`src/rtl/core/grdh_pkg.sv`:
```
// Package for the Golomb-Rice delta hash decoder.
// Holds the decode phase and result kind codes and the result control struct.
// Used by grdh_step, grdh_res_fifo and golomb_rice_delta_hash_decoder.
`timescale 1ns / 1ps
`default_nettype none

package grdh_pkg;

  localparam int unsigned CfgW  = 24;
  localparam int unsigned BitsW = CfgW + 3;

  typedef enum logic [2:0] {
    PH_FIRST = 3'd0,
    PH_UNARY = 3'd1,
    PH_REM   = 3'd2,
    PH_DONE  = 3'd3,
    PH_ERR   = 3'd4
  } phase_e;

  typedef enum logic [1:0] {
    KIND_HASH  = 2'd0,
    KIND_OK    = 2'd1,
    KIND_TRUNC = 2'd2,
    KIND_OVF   = 2'd3
  } kind_e;

  typedef struct packed {
    logic [1:0] count;
    kind_e      kind0;
    kind_e      kind1;
  } res_ctl_t;

endpackage

`default_nettype wire

```
`src/rtl/core/grdh_res_fifo.sv`:
```
// Result queue: takes up to two results per cycle, hands out one per handshake.
// Marks the last result of each byte. Depends on grdh_pkg.
`timescale 1ns / 1ps
`default_nettype none

module grdh_res_fifo #(
  parameter int unsigned HASH_BITS = 64
) (
  input  wire logic                  clk_i,
  input  wire logic                  rst_ni,
  input  wire logic                  push_i,
  input  wire grdh_pkg::res_ctl_t    push_ctl_i,
  input  wire logic [HASH_BITS-1:0]  push_hash0_i,
  input  wire logic [HASH_BITS-1:0]  push_hash1_i,
  output      logic                  room_o,
  output      logic                  out_valid_o,
  input  wire logic                  out_ready_i,
  output      logic [1:0]            result_kind_o,
  output      logic [HASH_BITS-1:0]  hash_value_o,
  output      logic                  end_of_run_o
);

  localparam int unsigned Depth = 4;
  localparam int unsigned PtrW  = $clog2(Depth);

  grdh_pkg::kind_e       kind_q [Depth];
  logic [HASH_BITS-1:0]  hash_q [Depth];
  logic                  eor_q  [Depth];
  logic [PtrW-1:0]       wr_q, wr_d;
  logic [PtrW-1:0]       rd_q, rd_d;
  logic [PtrW:0]         cnt_q, cnt_d;
  logic [1:0]            n_in;
  logic                  pop;
  logic [PtrW-1:0]       wr_nx;

  assign n_in   = push_i ? push_ctl_i.count : 2'd0;
  assign pop    = out_valid_o && out_ready_i;
  assign wr_nx  = wr_q + PtrW'(1);
  assign wr_d   = wr_q + PtrW'(n_in);
  assign rd_d   = rd_q + PtrW'(pop);
  assign cnt_d  = cnt_q + (PtrW + 1)'(n_in) - (PtrW + 1)'(pop);
  assign room_o = cnt_q <= (PtrW + 1)'(Depth - 2);

  always_ff @(posedge clk_i or negedge rst_ni) begin
    if (!rst_ni) begin
      wr_q  <= '0;
      rd_q  <= '0;
      cnt_q <= '0;
    end else begin
      wr_q  <= wr_d;
      rd_q  <= rd_d;
      cnt_q <= cnt_d;
    end
  end

  always_ff @(posedge clk_i) begin
    if (n_in != 2'd0) begin
      kind_q[wr_q] <= push_ctl_i.kind0;
      hash_q[wr_q] <= push_hash0_i;
      eor_q[wr_q]  <= (n_in == 2'd1);
    end
    if (n_in == 2'd2) begin
      kind_q[wr_nx] <= push_ctl_i.kind1;
      hash_q[wr_nx] <= push_hash1_i;
      eor_q[wr_nx]  <= 1'b1;
    end
  end

  assign out_valid_o   = cnt_q != '0;
  assign result_kind_o = kind_q[rd_q];
  assign hash_value_o  = hash_q[rd_q];
  assign end_of_run_o  = eor_q[rd_q];

endmodule

`default_nettype wire

```
`config.mk`:
```
export PLATFORM = sky130hd
export DESIGN_NAME = grdh_res_fifo
export DESIGN_NICKNAME = d
export VERILOG_FILES = /design/src/rtl/core/grdh_pkg.sv /design/src/rtl/core/grdh_res_fifo.sv
export SDC_FILE = /design/constraint.sdc
export NUM_CORES = 1
export LEC_CHECK = 0
export BUFFER_PORTS_ARGS = -buffer_cell sky130_fd_sc_hd__buf_2
export CAP_MARGIN = 10
export CORE_MARGIN = 3
export CORE_UTILIZATION = 52
export CTS_CLUSTER_SIZE = 10
export DETAILED_ROUTE_END_ITERATION = 7
export GPL_TIMING_DRIVEN = 0
export HOLD_SLACK_MARGIN = 0.15
export MAX_ROUTING_LAYER = met4
export PLACE_DENSITY = 0.86
export SLEW_MARGIN = 5
export SYNTH_ARGS = -nofsm -noshare
export SYNTH_HDL_FRONTEND = slang
export SYNTH_SLANG_ARGS = --single-unit
```
`constraint.sdc`:
```
create_clock -name clk_i -period 4 [get_ports clk_i]
set_input_delay 0.4 -clock clk_i [delete_from_list [all_inputs] [get_ports clk_i]]
set_output_delay 0.4 -clock clk_i [all_outputs]
set_load 0.05 [all_outputs]
```
==> run summary <==
Status -> finished, final reports clean
Max Cap Viol -> 0
LEAKAGE -> 5.69 nW
Largest net degree at the start of global routing -> 45
Clk Latency, worst-skew pair -> 0.49 ns
Io pins -> 207
Initial antenna violation count -> 2
Final non-filler cell total -> 1308
Reg-to-reg startpoint -> wr_q[0]
First-pass GRT wire length -> 46500 µm
Worst slew margin -> 0.404
Syn Area/Cell -> 18.8 µm²
Synth Area in Adders -> 0.00431
Fillers -> 1829
1st-pass router iterations -> 4
Fin. Hold Viols -> 0
Syn_nets -> 852
Worst vdd ir -> 0.000552 V
Final worst-path cycle share -> 0.803
Switching share of power -> 0.377
Worst Hold Class -> input pin to flip-flop
ANT nets after route -> 0
Share of the synthesized area in the top cell type -> 0.594
Syn. warnings -> 0
Syn Std Cell Area -> 13400 µm²
Worst setup path startpoint -> rd_q[1]
Max incr delay on CP -> 0.62 ns
Power Density -> 697 nW/µm²
Switching power -> 4.21 mW
Family with the most delay on the worst path -> buffers and inverters
Yosys reg bits -> 275
Synth top area cells -> edfxtp_1 (59%), mux2_2 (19%), mux4_2 (11%), mux2_1 (3.7%), dfrtp_1 (1.3%)
Hold_buf cts -> 1
DIE AREA -> 27600 µm²
Post-CTS setup buffers -> 0
CP startpoint kind -> flip-flop
Final Net Count -> 1102
Site row count -> 58
CP Max Fanout -> 10
Slew @ Worst Pin -> 0.892 ns
Placed cells -> 1253
Slowest cell on crit path -> clkbuf_1
Routed Wire Length -> 29900 µm
Compound-Gate Fraction of Synth Area -> 0.00684
Unrepaired setup endpoints after global routing -> no
CP Depth -> 5
Worst Path Arrival -> 2.81 ns
Vias per inst -> 5.70
Worst-path clk slew -> 0.05 ns
Max frequency -> 0.311 GHz
Overall routing resource usage -> 0.223
Largest family of logic cells by synthesized area -> multiplexers
Iter 0 DRT Violations -> 572
Port buffer count -> 206
Clock sink count -> 275
Area growth from synthesis to layout -> 19.8%
Clock share of power -> 0.253
Share of cells above drive strength 1 -> 0.600
Final Util -> 0.635
Internal power -> 6.94 mW
XOR/XNOR share of the synthesized area -> 0.00459
Wire length per cell -> 22.9 µm
Layout Skew -> 0.00881 ns
Slew Limit Fails -> 0
Crit end category -> output pin
Simple-gate share of the synthesized area -> 0.0113
Library cells used by synthesis -> 34
Post_cts resized -> 0
DRC -> 0
Hold depth -> 3
Final worst path period need -> 3.21 ns
Setup Viol. Count Final -> 0
H-tree depth -> 2
GR Overflow Total -> 0
GP Congestion -> 0.742
Sequential share of power -> 0.345
Core Region -> 25200 µm²
Sequential-to-total area share from yosys stat -> 0.613
Initial core utilization -> 0.530
Setup ws final -> 0.789 ns
Inserted Clock Buffers -> 34
Cells after Synth -> 710
Min-Delay Startpoint -> out_ready_i
WP data required -> 3.60 ns
Worst-path cell chain -> clkbuf_1 > clkbuf_1 > buf_2 > mux4_2 > buf_2
FF-to-FF path depth -> 4
Die Wd -> 166 µm
Post-synth top area cell -> edfxtp_1
Total number of vias -> 7458
Clk root buf -> clkbuf_16
Combinational Power Share -> 0.403
Pre-CTS WS -> 1.27 ns
Mux contribution to synthesized area -> 0.336
Detailed placement HPWL -> 19200 µm
Clock buffer depth -> 3
Vias in the first global route -> 8185
Critical path class -> flip-flop to output pin
CTS tree -> built
CP bufs+invs -> 4
Die height -> 166 µm
-- worst min-delay path: stages --
cell,delay [ns]
buf_2,0.11
nand3_1,0.09
xnor2_1,0.06
-- cell usage in the layout (no fill, tap or decap), types with 3 or more instances in the layout --
master,Yosys,routed
dfxtp_1,4,4
o21ai_0,8,8
ha_1,3,3
clkbuf_16,0,37
nand2_1,5,5
edfxtp_1,264,264
clkbuf_1,8,19
buf_4,13,13
buf_6,9,9
diode_2,0,3
buf_2,17,223
mux2_1,44,44
inv_1,4,4
mux4_2,67,67
dfrtp_1,7,7
mux2_2,220,220
xnor2_1,5,5
nor2_1,6,4
buf_12,0,5
nand2b_1,3,3
-- worst paths after layout --
kind	end	slack, ns
max in group asynchronous	rd_q[0]	3.58
worst max register to register	hash_q[3][27]	1.80
min in group asynchronous	cnt_q[2]	0.26
worst min-delay path	rd_q[1]	0.20
worst min register to register	eor_q[3]	0.49
worst max-delay path	hash_value_o[46]	0.79
-- layer usage --
layer | global-route usage | part of all wire | up-vias
li1 | - | - | 3408
met1 | 0.289 | 0.42 | 3826
met2 | 0.370 | 0.51 | 192
met3 | 0.0450 | 0.056 | 32
met4 | 0.0484 | 0.011 | 0
met5 | - | 0 | -
-- state kept, by name (all words and copies together), names as in the netlist --
signal and cells:
rd_q 2, hash_q 256, kind_q 8, eor_q 4
wr_q 2, cnt_q 3
-- kinds of logic (layout without fill, tap and decap cells) --
logic type      Yosys count  in the layout
mux                     331            331
flops                   275            275
buf+inv                  51            316
simple gates             26             26
compound gates           16             16
xor+xnor                  7              7
fa+ha+maj                 4              4
other cells               0              3
-- cell usage after synthesis --
library cell / count
ha_1: 3
or3_1: 1
o21bai_1: 1
buf_2: 17
nor2_1: 6
dfrtp_1: 7
a31oi_1: 1
nand2b_1: 3
nand2_1: 5
mux2_2: 220
dfxtp_1: 4
inv_1: 4
mux4_2: 67
buf_4: 13
nor2b_1: 1
mux2_1: 44
nor3_2: 1
xnor2_1: 5
a21oi_1: 2
nand3_1: 1
o21a_1: 1
o22ai_1: 2
clkbuf_1: 8
edfxtp_1: 264
nand3b_1: 2
nand2b_4: 1
and2_1: 3
and2_0: 1
and4b_1: 1
buf_6: 9
o21ai_0: 8
xor2_1: 2
fa_1: 1
a21boi_0: 1
-- area by class of cell --
class	instances	area [µm²]	share of cell area
sequential	275	8180	0.511
multi-input combinational	384	4860	0.304
timing repair buffer	214	1200	0.0748
clock buffer	48	967	0.0605
tap	330	413	0.0258
buffer	47	314	0.0196
clock inverter	3	40.0	0.00250
inverter	4	15.0	0.000938
antenna	3	7.51	0.000469
-- power by group through the flow --
stage	sequential [mW]	clock [mW]	combinational (mW)
2_1_floorplan	3.89	0	3.44
3_3_place_gp	3.96	0	4.42
3_5_place_dp	3.90	0	4.53
4_1_cts	3.85	2.88	4.54
5_1_grt	3.88	3.00	4.73
6_report	3.84	2.82	4.49
-- through the flow --
stage	hold WS (ns)	setup TNS, ns	total power [mW]	cell area [µm²]
final	0.202	0	11.2	16000
after CTS	0.178	0	11.3	16000
after detailed placement	0.246	0	8.43	15000
after floorplan	0.104	0	7.33	13400
after global placement	0.239	-388.71	8.37	14800
after global routing	0.211	0	11.6	16000
(Power assumes the default switching activity.)
